[config.mk]
export PLATFORM = sky130hd
export DESIGN_NAME = deadline_ordered_event_queue
export DESIGN_NICKNAME = d
export VERILOG_FILES = /design/src/rtl/core/doeq_pkg.sv /design/src/rtl/core/doeq_ram.sv /design/src/rtl/core/deadline_ordered_event_queue.sv
export SDC_FILE = /design/constraint.sdc
export NUM_CORES = 2
export LEC_CHECK = 0
export BUFFER_PORTS_ARGS = -buffer_cell sky130_fd_sc_hd__buf_2
export CAP_MARGIN = 20
export CORE_MARGIN = 10
export CORE_UTILIZATION = 45
export DETAILED_ROUTE_END_ITERATION = 6
export PLACE_DENSITY_LB_ADDON = 0.25
export SYNTH_ARGS = -nofsm -noshare
export SYNTH_HDL_FRONTEND = slang
export SYNTH_SLANG_ARGS = --single-unit
[constraint.sdc]
create_clock -name clk_i -period 5.7 [get_ports clk_i]
set_input_delay 1.71 -clock clk_i [delete_from_list [all_inputs] [get_ports clk_i]]
set_output_delay 1.71 -clock clk_i [all_outputs]
set_load 0.05 [all_outputs]
[src/rtl/core/doeq_pkg.sv]
// ----------------------------------------------------------------------------
// doeq_pkg: shared types and constants of the deadline-ordered event queue
// Request codes, result codes, register indexes and default sizes.
// ----------------------------------------------------------------------------
package doeq_pkg;

  // Default sizes
  localparam int unsigned DEFAULT_QUEUE_DEPTH = 16;
  localparam int unsigned DEFAULT_TIME_BITS   = 48;

  // Field widths
  localparam int unsigned HANDLE_W   = 16;
  localparam int unsigned OP_W       = 2;
  localparam int unsigned STATUS_W   = 3;
  localparam int unsigned OCC_W      = 5;
  localparam int unsigned FIRE_WIN_W = 20;

  // Result tdata: due_handle, wake, occupancy, padded to bytes
  localparam int unsigned OUT_DATA_W = ((HANDLE_W + 1 + OCC_W + 7) / 8) * 8;

  // Configuration port
  localparam int unsigned CFG_ADDR_W = 1;
  localparam int unsigned CFG_DATA_W = FIRE_WIN_W;

  localparam logic [CFG_ADDR_W-1:0] CFG_FIRE_WIN = CFG_ADDR_W'(0);
  localparam logic [CFG_ADDR_W-1:0] CFG_STOP     = CFG_ADDR_W'(1);

  localparam logic [FIRE_WIN_W-1:0] FIRE_WIN_RESET = FIRE_WIN_W'(1000);

  // Request kinds
  typedef enum logic [OP_W-1:0] {
    OP_SCHED_ABS = 2'd0,
    OP_SCHED_REL = 2'd1,
    OP_POLL      = 2'd2
  } op_e;

  // Result codes
  typedef enum logic [STATUS_W-1:0] {
    STATUS_ACCEPTED = 3'd0,
    STATUS_STOPPED  = 3'd1,
    STATUS_FULL     = 3'd2,
    STATUS_DUE      = 3'd3,
    STATUS_NONE     = 3'd4
  } status_e;

endpackage

[src/rtl/core/doeq_ram.sv]
// ----------------------------------------------------------------------------
// doeq_ram: generic simple dual-port RAM
// One write port, one read port, read data registered.
// ----------------------------------------------------------------------------
module doeq_ram #(
  parameter int unsigned WIDTH = 64,
  parameter int unsigned DEPTH = 16,
  localparam int unsigned AddrW = (DEPTH > 1) ? $clog2(DEPTH) : 1
) (
  input  logic             clk_i,
  input  logic             we_i,
  input  logic [AddrW-1:0] waddr_i,
  input  logic [WIDTH-1:0] wdata_i,
  input  logic             re_i,
  input  logic [AddrW-1:0] raddr_i,
  output logic [WIDTH-1:0] rdata_o
);

  logic [WIDTH-1:0] mem_q [DEPTH];
  logic [WIDTH-1:0] rdata_q;

  // Write port
  always_ff @(posedge clk_i) begin
    if (we_i) begin
      mem_q[waddr_i] <= wdata_i;
    end
  end

  // Registered read port
  always_ff @(posedge clk_i) begin
    if (re_i) begin
      rdata_q <= mem_q[raddr_i];
    end
  end

  assign rdata_o = rdata_q;

endmodule

[src/rtl/core/deadline_ordered_event_queue.sv]
// ----------------------------------------------------------------------------
// deadline_ordered_event_queue: deadline-sorted store of event handles
// Schedule requests insert a handle in deadline order (ties: last in, first
// out); poll requests pop the head once it is within the firing window of now.
//
//   channel   dir  handshake                 payload
//   s_axis    in   tvalid/tready             tuser: op; tdata: now, time, handle
//   m_axis    out  tvalid/tready             tuser: status; tdata: handle, wake, occ
//   cfg       in   cfg_we_i (no wait)        cfg_addr_i, cfg_wdata_i
//
// Entries live in one RAM as a circular buffer; head pointer and count are
// flops. A poll of a non-empty store passes S_POLL; a rejected, unknown or
// empty-store request goes straight to S_DONE. An absolute schedule passes
// S_FIRST, then walks from the tail in S_WALK (one RAM read-compare-write per
// cycle) and stores in S_PLACE; relative adds S_SCALE for the ms-to-us scaling
// and S_ADD for the saturating add. One request is in work at a time. Reset
// clears the control-state flops only; the RAM needs no clear.
// A new request is taken while a result still waits in the output register;
// the block stalls before handing over a result until that register frees.
// ----------------------------------------------------------------------------
module deadline_ordered_event_queue #(
  parameter int unsigned QUEUE_DEPTH = doeq_pkg::DEFAULT_QUEUE_DEPTH,
  parameter int unsigned TIME_BITS   = doeq_pkg::DEFAULT_TIME_BITS,
  localparam int unsigned InDataW    = ((2 * TIME_BITS + doeq_pkg::HANDLE_W + 7) / 8) * 8
) (
  input  logic                            clk_i,
  input  logic                            rst_ni,

  // Request channel
  input  logic                            s_axis_tvalid,
  output logic                            s_axis_tready,
  // tdata: now_us, time_value, event_handle (zero pad above)
  input  logic [InDataW-1:0]              s_axis_tdata,
  // tuser: op
  input  logic [doeq_pkg::OP_W-1:0]       s_axis_tuser,

  // Result channel
  output logic                            m_axis_tvalid,
  input  logic                            m_axis_tready,
  // tdata: due_handle, wake, occupancy (zero pad above)
  output logic [doeq_pkg::OUT_DATA_W-1:0] m_axis_tdata,
  // tuser: status
  output logic [doeq_pkg::STATUS_W-1:0]   m_axis_tuser,

  // Configuration writes
  input  logic                            cfg_we_i,
  input  logic [doeq_pkg::CFG_ADDR_W-1:0] cfg_addr_i,
  input  logic [doeq_pkg::CFG_DATA_W-1:0] cfg_wdata_i
);

  import doeq_pkg::*;

  localparam int unsigned AddrW  = $clog2(QUEUE_DEPTH);
  localparam int unsigned CntW   = $clog2(QUEUE_DEPTH + 1);
  localparam int unsigned EntryW = TIME_BITS + HANDLE_W;
  localparam int unsigned ProdW  = TIME_BITS + 10;
  localparam int unsigned SumW   = ProdW + 1;
  localparam int unsigned PadW   = OUT_DATA_W - (HANDLE_W + 1 + OCC_W);

  typedef enum logic [7:0] {
    S_IDLE  = 8'b0000_0001,
    S_SCALE = 8'b0000_0010,
    S_ADD   = 8'b0000_0100,
    S_FIRST = 8'b0000_1000,
    S_WALK  = 8'b0001_0000,
    S_PLACE = 8'b0010_0000,
    S_POLL  = 8'b0100_0000,
    S_DONE  = 8'b1000_0000
  } state_e;

  // Logical position to RAM address, relative to the head
  function automatic logic [AddrW-1:0] phys(input logic [AddrW-1:0] head,
                                            input logic [AddrW-1:0] pos);
    logic [AddrW:0] s;
    s = {1'b0, head} + {1'b0, pos};
    if (s >= (AddrW+1)'(QUEUE_DEPTH)) begin
      s = s - (AddrW+1)'(QUEUE_DEPTH);
    end
    return s[AddrW-1:0];
  endfunction

  state_e state_q, state_d;

  logic [CntW-1:0]       count_q, count_d;
  logic [AddrW-1:0]      head_q, head_d;
  logic [AddrW-1:0]      slot_q, slot_d;
  logic [FIRE_WIN_W-1:0] fire_win_q;
  logic                  stop_q;

  // Request payload
  logic [TIME_BITS-1:0] now_q, tv_q, deadline_q, deadline_d;
  logic [HANDLE_W-1:0]  handle_q;
  logic [ProdW-1:0]     delay_q;

  // Pending result
  status_e             res_status_q, res_status_d;
  logic [HANDLE_W-1:0] res_handle_q, res_handle_d;
  logic                res_wake_q, res_wake_d;

  // Output register
  logic                out_valid_q;
  status_e             out_status_q;
  logic [HANDLE_W-1:0] out_handle_q;
  logic                out_wake_q;
  logic [OCC_W-1:0]    out_occ_q;

  logic                 in_fire, out_load;
  logic                 ram_we, ram_re;
  logic [AddrW-1:0]     ram_waddr, ram_raddr;
  logic [EntryW-1:0]    ram_wdata, ram_rdata;
  logic [TIME_BITS-1:0] rd_deadline;
  logic [HANDLE_W-1:0]  rd_handle;
  logic [ProdW-1:0]     tv_ext;
  logic [SumW-1:0]      rel_sum;
  logic [TIME_BITS:0]   due_limit;
  op_e                  in_op;

  assign in_fire  = s_axis_tvalid && s_axis_tready;
  assign out_load = (state_q == S_DONE) && (!out_valid_q || m_axis_tready);
  assign in_op    = op_e'(s_axis_tuser);

  assign rd_deadline = ram_rdata[TIME_BITS-1:0];
  assign rd_handle   = ram_rdata[EntryW-1:TIME_BITS];

  // 1000 = 1024 - 16 - 8
  assign tv_ext  = ProdW'(tv_q);
  assign rel_sum = SumW'(now_q) + SumW'(delay_q);

  // Head is due when deadline < now + window, without wrap
  assign due_limit = {1'b0, now_q} + (TIME_BITS+1)'(fire_win_q);

  // Entry store
  doeq_ram #(
    .WIDTH (EntryW),
    .DEPTH (QUEUE_DEPTH)
  ) u_store (
    .clk_i   (clk_i),
    .we_i    (ram_we),
    .waddr_i (ram_waddr),
    .wdata_i (ram_wdata),
    .re_i    (ram_re),
    .raddr_i (ram_raddr),
    .rdata_o (ram_rdata)
  );

  // Sequencer
  always_comb begin
    state_d      = state_q;
    count_d      = count_q;
    head_d       = head_q;
    slot_d       = slot_q;
    deadline_d   = deadline_q;
    res_status_d = res_status_q;
    res_handle_d = res_handle_q;
    res_wake_d   = res_wake_q;
    ram_we       = 1'b0;
    ram_waddr    = phys(head_q, slot_q);
    ram_wdata    = {handle_q, deadline_q};
    ram_re       = 1'b0;
    ram_raddr    = head_q;

    case (state_q)
      S_IDLE: begin
        // Head read ahead for a poll
        ram_re = 1'b1;
        if (in_fire) begin
          res_status_d = STATUS_NONE;
          res_handle_d = '0;
          res_wake_d   = 1'b0;
          deadline_d   = s_axis_tdata[2*TIME_BITS-1:TIME_BITS];
          case (in_op)
            OP_SCHED_ABS, OP_SCHED_REL: begin
              if (stop_q) begin
                res_status_d = STATUS_STOPPED;
                state_d      = S_DONE;
              end else if (count_q == CntW'(QUEUE_DEPTH)) begin
                res_status_d = STATUS_FULL;
                state_d      = S_DONE;
              end else if (in_op == OP_SCHED_REL) begin
                state_d = S_SCALE;
              end else begin
                state_d = S_FIRST;
              end
            end
            OP_POLL: begin
              state_d = (count_q == '0) ? S_DONE : S_POLL;
            end
            default: begin
              state_d = S_DONE;
            end
          endcase
        end
      end

      S_SCALE: begin
        state_d = S_ADD;
      end

      // Saturating now + delay
      S_ADD: begin
        if (rel_sum[SumW-1:TIME_BITS] != '0) begin
          deadline_d = '1;
        end else begin
          deadline_d = rel_sum[TIME_BITS-1:0];
        end
        state_d = S_FIRST;
      end

      // Start the walk at the tail
      S_FIRST: begin
        slot_d = count_q[AddrW-1:0];
        if (count_q == '0) begin
          state_d = S_PLACE;
        end else begin
          ram_re    = 1'b1;
          ram_raddr = phys(head_q, count_q[AddrW-1:0] - AddrW'(1));
          state_d   = S_WALK;
        end
      end

      // Entry slot_q-1 is in rdata: move it up if not earlier than new
      S_WALK: begin
        if (rd_deadline >= deadline_q) begin
          ram_we    = 1'b1;
          ram_wdata = ram_rdata;
          slot_d    = slot_q - AddrW'(1);
          if (slot_q == AddrW'(1)) begin
            state_d = S_PLACE;
          end else begin
            ram_re    = 1'b1;
            ram_raddr = phys(head_q, slot_q - AddrW'(2));
          end
        end else begin
          state_d = S_PLACE;
        end
      end

      S_PLACE: begin
        ram_we       = 1'b1;
        count_d      = count_q + CntW'(1);
        res_status_d = STATUS_ACCEPTED;
        res_wake_d   = (slot_q == '0);
        state_d      = S_DONE;
      end

      // Head entry is in rdata
      S_POLL: begin
        if ({1'b0, rd_deadline} < due_limit) begin
          res_status_d = STATUS_DUE;
          res_handle_d = rd_handle;
          head_d       = phys(head_q, AddrW'(1));
          count_d      = count_q - CntW'(1);
        end
        state_d = S_DONE;
      end

      S_DONE: begin
        if (out_load) begin
          state_d = S_IDLE;
        end
      end

      default: begin
        state_d = S_IDLE;
      end
    endcase
  end

  // Control state
  always_ff @(posedge clk_i or negedge rst_ni) begin
    if (!rst_ni) begin
      state_q     <= S_IDLE;
      count_q     <= '0;
      head_q      <= '0;
      fire_win_q  <= FIRE_WIN_RESET;
      stop_q      <= 1'b0;
      out_valid_q <= 1'b0;
    end else begin
      state_q <= state_d;
      count_q <= count_d;
      head_q  <= head_d;
      if (cfg_we_i) begin
        case (cfg_addr_i)
          CFG_FIRE_WIN: fire_win_q <= cfg_wdata_i[FIRE_WIN_W-1:0];
          CFG_STOP:     stop_q     <= cfg_wdata_i[0];
          default: ;
        endcase
      end
      if (out_load) begin
        out_valid_q <= 1'b1;
      end else if (m_axis_tready) begin
        out_valid_q <= 1'b0;
      end
    end
  end

  // Payload registers
  always_ff @(posedge clk_i) begin
    slot_q       <= slot_d;
    deadline_q   <= deadline_d;
    res_status_q <= res_status_d;
    res_handle_q <= res_handle_d;
    res_wake_q   <= res_wake_d;
    if (in_fire) begin
      now_q    <= s_axis_tdata[TIME_BITS-1:0];
      tv_q     <= s_axis_tdata[2*TIME_BITS-1:TIME_BITS];
      handle_q <= s_axis_tdata[2*TIME_BITS+HANDLE_W-1:2*TIME_BITS];
    end
    if (state_q == S_SCALE) begin
      delay_q <= (tv_ext << 10) - (tv_ext << 4) - (tv_ext << 3);
    end
    if (out_load) begin
      out_status_q <= res_status_q;
      out_handle_q <= res_handle_q;
      out_wake_q   <= res_wake_q;
      out_occ_q    <= OCC_W'(count_q);
    end
  end

  assign s_axis_tready = (state_q == S_IDLE);
  assign m_axis_tvalid = out_valid_q;
  assign m_axis_tuser  = out_status_q;
  assign m_axis_tdata  = {{PadW{1'b0}}, out_occ_q, out_wake_q, out_handle_q};

  // Checks
  a_count_bound: assert property (@(posedge clk_i) disable iff (!rst_ni)
    count_q <= CntW'(QUEUE_DEPTH))
    else $error("entry count above queue depth");

  a_count_step: assert property (@(posedge clk_i) disable iff (!rst_ni)
    1'b1 |=> (count_q == $past(count_q) || count_q == $past(count_q) + CntW'(1) ||
              count_q == $past(count_q) - CntW'(1)))
    else $error("entry count moved by more than one");

  a_walk_slot: assert property (@(posedge clk_i) disable iff (!rst_ni)
    state_q == S_WALK |-> slot_q != '0)
    else $error("insertion walk below the head");

  a_wake_accept: assert property (@(posedge clk_i) disable iff (!rst_ni)
    out_load && res_wake_q |-> res_status_q == STATUS_ACCEPTED)
    else $error("wake flag on a result other than accepted");

endmodule
==> results <==
- The detailed-route wire length per cell is around 25 µm.
- The total number of vias is 37400.
- The first global-routing pass estimated 244000 µm of wire.
- The horizontal die dimension is between 400 and 500 µm.
- Max-cap violations in this run came to 0.
- The overall die area is 161000 µm².
- No sink is reached through more buffers than the 3 on the longest clock path.
- The worst setup path is launched from a flop.
- The type of the most critical hold path is flop to flop.
- The top cell type by area accounts for about 62% of the synthesized area.
- In this run the critical register-to-register path is launched from fire_win_q[1]$_DFFE_PN0P_.
- The final-report max-slew violation count is 0.
- The maximum number of pins on one net before global-route repair is 83.
- The number of global-route vias before repair is between 30000 and 40000.
- The initial core utilization is 45.4%.
- The maximum clock skew at final layout is 0.0623 ns.
- Once detailed placement completed, the half-perimeter wirelength came to between 100000 and 150000 µm.
- The total count of hold-check failures in the final report is 0.
- In this run, placement finished with an instance count of 6322.
- The commonest cells after synthesis are sky130_fd_sc_hd__edfxtp_1, sky130_fd_sc_hd__mux2i_1, sky130_fd_sc_hd__ha_1.
- The worst hold path begins at res_wake_q$_SDFFCE_PN0P_.
- Based on the critical path, the design can be clocked at up to approximately 180 MHz.
- The final antenna diode count is 0.
- For the worst setup path, the data arrival time is slightly below 6 ns.
- The floorplan has 139 rows.
- The shortest clock period the worst path allows after layout is 5.43 ns.
- The portion of the post-synthesis area used by sequential elements is 63.6%.
- TritonCTS built the clock tree.
- In this run, the combinational gates consume 30.2% of the power.
- The post-detailed-route DRC marker count is 0.
- The die is 401 µm tall.
- The number of enable-type register cells in the synthesized netlist is 1352.
- The detailed router finished its first iteration with 2974 violations.
- The CTS sink count is ~1400.
- The distinct cell type count after synthesis is 91.
- The post-route cell area is about 75000 µm².
- The proportion of synthesized flip-flops having asynchronous set or reset is 2.80%.
- The standby leakage power is 27.9 nW.
- Headroom to the max-slew limit came out at 27.6%.
- The internal power component is 22.0 mW.
- The overall global routing resource usage is 19.9%.
- The net count of the finished layout is 5008.
- The area taken by flip-flops and latches is roughly 42000 µm².
- The share of the cycle needed by the critical path after routing is 95.2%.
- The clock tree root driver cell is sky130_fd_sc_hd__clkbuf_16.
- The initial antenna violation count is 6.
- The count of TritonRoute iterations in the first routing pass is 5.
- The total wirelength of the detailed-routed design is 165000 µm.
- The synthesized area per cell is 15.3 µm².
- The number of H-tree levels is 4.
- The layout has 11900 filler cells.
- The final core area utilization is between 50% and 60%.
- The area used by multi-input combinational logic is 22600 µm².
- The placer's final routability congestion estimate is between 0.9 and 1.
- The critical path capture point type is a flop.
- The share of total power dissipated in sequential elements is 40.9%.
- The number of setup violations in the final report is 0.
- The number of register bits inferred by synthesis is 1391.
- The actual transition at the worst max-transition pin is between 1 and 1.5 ns.
- During placement, the flow inserted port buffers numbering 166.
- After technology mapping, the gate count stands at 4285.
- The clock network burns 28.9% of the power.
- The clock latency reported for the late side of the worst-skew pair is 0.81 ns.
- Summed over all layers, the global routing overflow is 0.
- The clock-pin slew of the registers on the worst-case setup and hold paths is approximately 0.060 ns.
- The library cell with the largest summed area after synthesis is sky130_fd_sc_hd__edfxtp_1.
- The critical path starts at fire_win_q[1]$_DFFE_PN0P_.
- After synthesis, the cell types taking the most area are sky130_fd_sc_hd__edfxtp_1, sky130_fd_sc_hd__mux2i_1, sky130_fd_sc_hd__ha_1, sky130_fd_sc_hd__mux4_2, sky130_fd_sc_hd__a21oi_1.
- The detail route stage leaves a number of antenna-violating nets equal to 0.
- The cell area after placement is 69500 µm².
- Hold repair after CTS inserted 0 buffers.
- The worst-case IR drop observed on VDD is 0.350 mV.
- The run finished with clean final reports.
- The ratio of cells with drive above 1 in the final layout is 15.4%.
- The I/O pin total is around 170.
- For this design the total switching power over the nets is 10.9 mW.
- The most instantiated library cell after synthesis is sky130_fd_sc_hd__edfxtp_1.
- The area added between synthesis and finish is 14.0%.
- In the final timing run, aggregate negative setup slack is 0 ns.
- The most used flip-flop cell after synthesis is sky130_fd_sc_hd__edfxtp_1.
- Power spread over the standard cell area amounts to around 440 nW/µm².
- The class of the most critical setup path is flop to flop.
- The final cell count without fillers is 6605.
- After detailed routing, the number of vias per cell comes to 5.67.
- The cell area that synthesis handed to floorplanning was 65400 µm².
- For the worst setup path, the data required time is 6.25 ns.
- The placeable core region is 144000 µm².
- Clock tree synthesis inserted a total of between 150 and 200 buffers.
- For this run, the number of Yosys warnings is 0.
- The maximum fanout along the worst path is 8.
- The total power draw is roughly 33 mW.
- In this run switching power makes up 33.0% of total power.
==> sequential cells by signal, summed over array words and instances, names as in the netlist, 20 cells and up <==
signal,cells
fire_win_q,20
now_q,48
deadline_q,48
u_store.rdata_o,64
u_store.mem_q,1024
delay_q,55
tv_q,48
==> critical path, stage by stage (launching register included) <==
cell and delay, ns:
sky130_fd_sc_hd__dfrtp_1 0.38, sky130_fd_sc_hd__ha_1 0.29, sky130_fd_sc_hd__a21o_1 0.19, sky130_fd_sc_hd__a21oi_2 0.15, sky130_fd_sc_hd__o211ai_1 0.18, sky130_fd_sc_hd__a221o_1 0.37, sky130_fd_sc_hd__and4_4 0.21, sky130_fd_sc_hd__nand4b_1 0.22
sky130_fd_sc_hd__a31oi_1 0.22, sky130_fd_sc_hd__buf_4 0.18, sky130_fd_sc_hd__buf_4 0.11, sky130_fd_sc_hd__nor3_1 0.04, sky130_fd_sc_hd__xnor2_1 0.14, sky130_fd_sc_hd__ha_1 0.28, sky130_fd_sc_hd__nand4_1 0.15, sky130_fd_sc_hd__nor4_2 0.31
sky130_fd_sc_hd__and2_1 0.18, sky130_fd_sc_hd__and3_1 0.15, sky130_fd_sc_hd__o31ai_1 0.10, sky130_fd_sc_hd__a31oi_4 0.30, sky130_fd_sc_hd__o311ai_2 0.13, sky130_fd_sc_hd__a31oi_1 0.23, sky130_fd_sc_hd__buf_4 0.16, sky130_fd_sc_hd__nand2b_4 0.15
sky130_fd_sc_hd__nand2_8 0.10, sky130_fd_sc_hd__buf_12 0.22
==> cell usage in the layout (no fill, tap or decap), types with 71 or more instances in the layout <==
cell type                   Yosys  routed
sky130_fd_sc_hd__a21oi_1      206     203
sky130_fd_sc_hd__ha_1         240     238
sky130_fd_sc_hd__buf_4         50      77
sky130_fd_sc_hd__nand2_1      150     148
sky130_fd_sc_hd__a21o_1        71      71
sky130_fd_sc_hd__inv_1        173     172
sky130_fd_sc_hd__xnor2_1       85      85
sky130_fd_sc_hd__buf_2         43     166
sky130_fd_sc_hd__o21ai_0       94      92
sky130_fd_sc_hd__edfxtp_1    1352    1352
sky130_fd_sc_hd__clkbuf_16      0     154
sky130_fd_sc_hd__mux2i_1      764     764
sky130_fd_sc_hd__nor2_1       164     147
sky130_fd_sc_hd__mux2_2        87      87
==> power groups by stage <==
stage / Sequential, mW / Clock, mW / Combinational (mW)
3_3_place_gp: 13.7 / 0 / 9.65
5_1_grt: 13.5 / 10.2 / 11.0
6_report: 13.5 / 9.52 / 9.92
3_5_place_dp: 13.6 / 0 / 9.68
4_1_cts: 13.5 / 9.73 / 9.82
2_1_floorplan: 13.3 / 0 / 7.00
==> metal layers <==
layer	routed length (µm)	global-route usage [%]	vias up
li1	-	-	17100
met1	74400	27.8	19000
met2	77800	32.4	1053
met3	8730	3.00	220
met4	3900	5.22	2
met5	10	0	-
==> area by class of cell <==
type                            instances  area share, %
Timing Repair Buffer                  294           3.26
Clock inverter                         75           1.12
Inverter                              173          0.878
Multi-Input combinational cell       2570           30.4
Sequential cell                      1391           55.8
Tap cell                             1903           3.19
Clock buffer                          199           5.41
==> stage by stage <==
| stage | setup slack (ns) | hold slack [ns] |
|---|---|---|
| 2_1_floorplan | -0.0262 | 0.400 |
| 4_1_cts | 0.0227 | 0.420 |
| 3_5_place_dp | -0.0676 | 0.405 |
| 3_3_place_gp | -0.0589 | 0.413 |
| 5_1_grt | -0.0328 | 0.415 |
| 6_report | 0.272 | 0.428 |
==> what timing repair did <==
item	CTS	global route
pin swaps	0	15
gates cloned	0	1
setup endpoints to repair	24	27
resized for setup	3	24
setup buffers	0	8
==> path summary, 6_finish.rpt <==
| kind | depth (start not counted) | endpoint | slack, ns |
|---|---|---|---|
| setup / recovery | 25 | res_handle_q[5]$_SDFFCE_PN0P_ | 0.27 |
| hold / removal | 0 | out_wake_q$_DFFE_PP_ | 0.43 |
| setup reg to reg | 25 | res_handle_q[5]$_SDFFCE_PN0P_ | 0.27 |
| hold reg to reg | 0 | out_wake_q$_DFFE_PP_ | 0.43 |
| max in group asynchronous | 2 | m_axis_tvalid$_DFFE_PN0P_ | 4.16 |
| min in group asynchronous | 2 | fire_win_q[0]$_DFFE_PN0P_ | 1.02 |
==> cell families after synthesis <==
| kind of cell | synth area share (%) |
|---|---|
| AOI/OAI and AO/OA | 5.72 |
| xor gates and xnor gates | 2.08 |
| adders and majority gates | 6.03 |
| buffers and inverters | 2.36 |
| DFF | 63.6 |
| muxes | 15.4 |
| other | 0.00573 |
| and+or+nand+nor | 4.82 |
No activity file was read; power rests on OpenSTA's default activity.
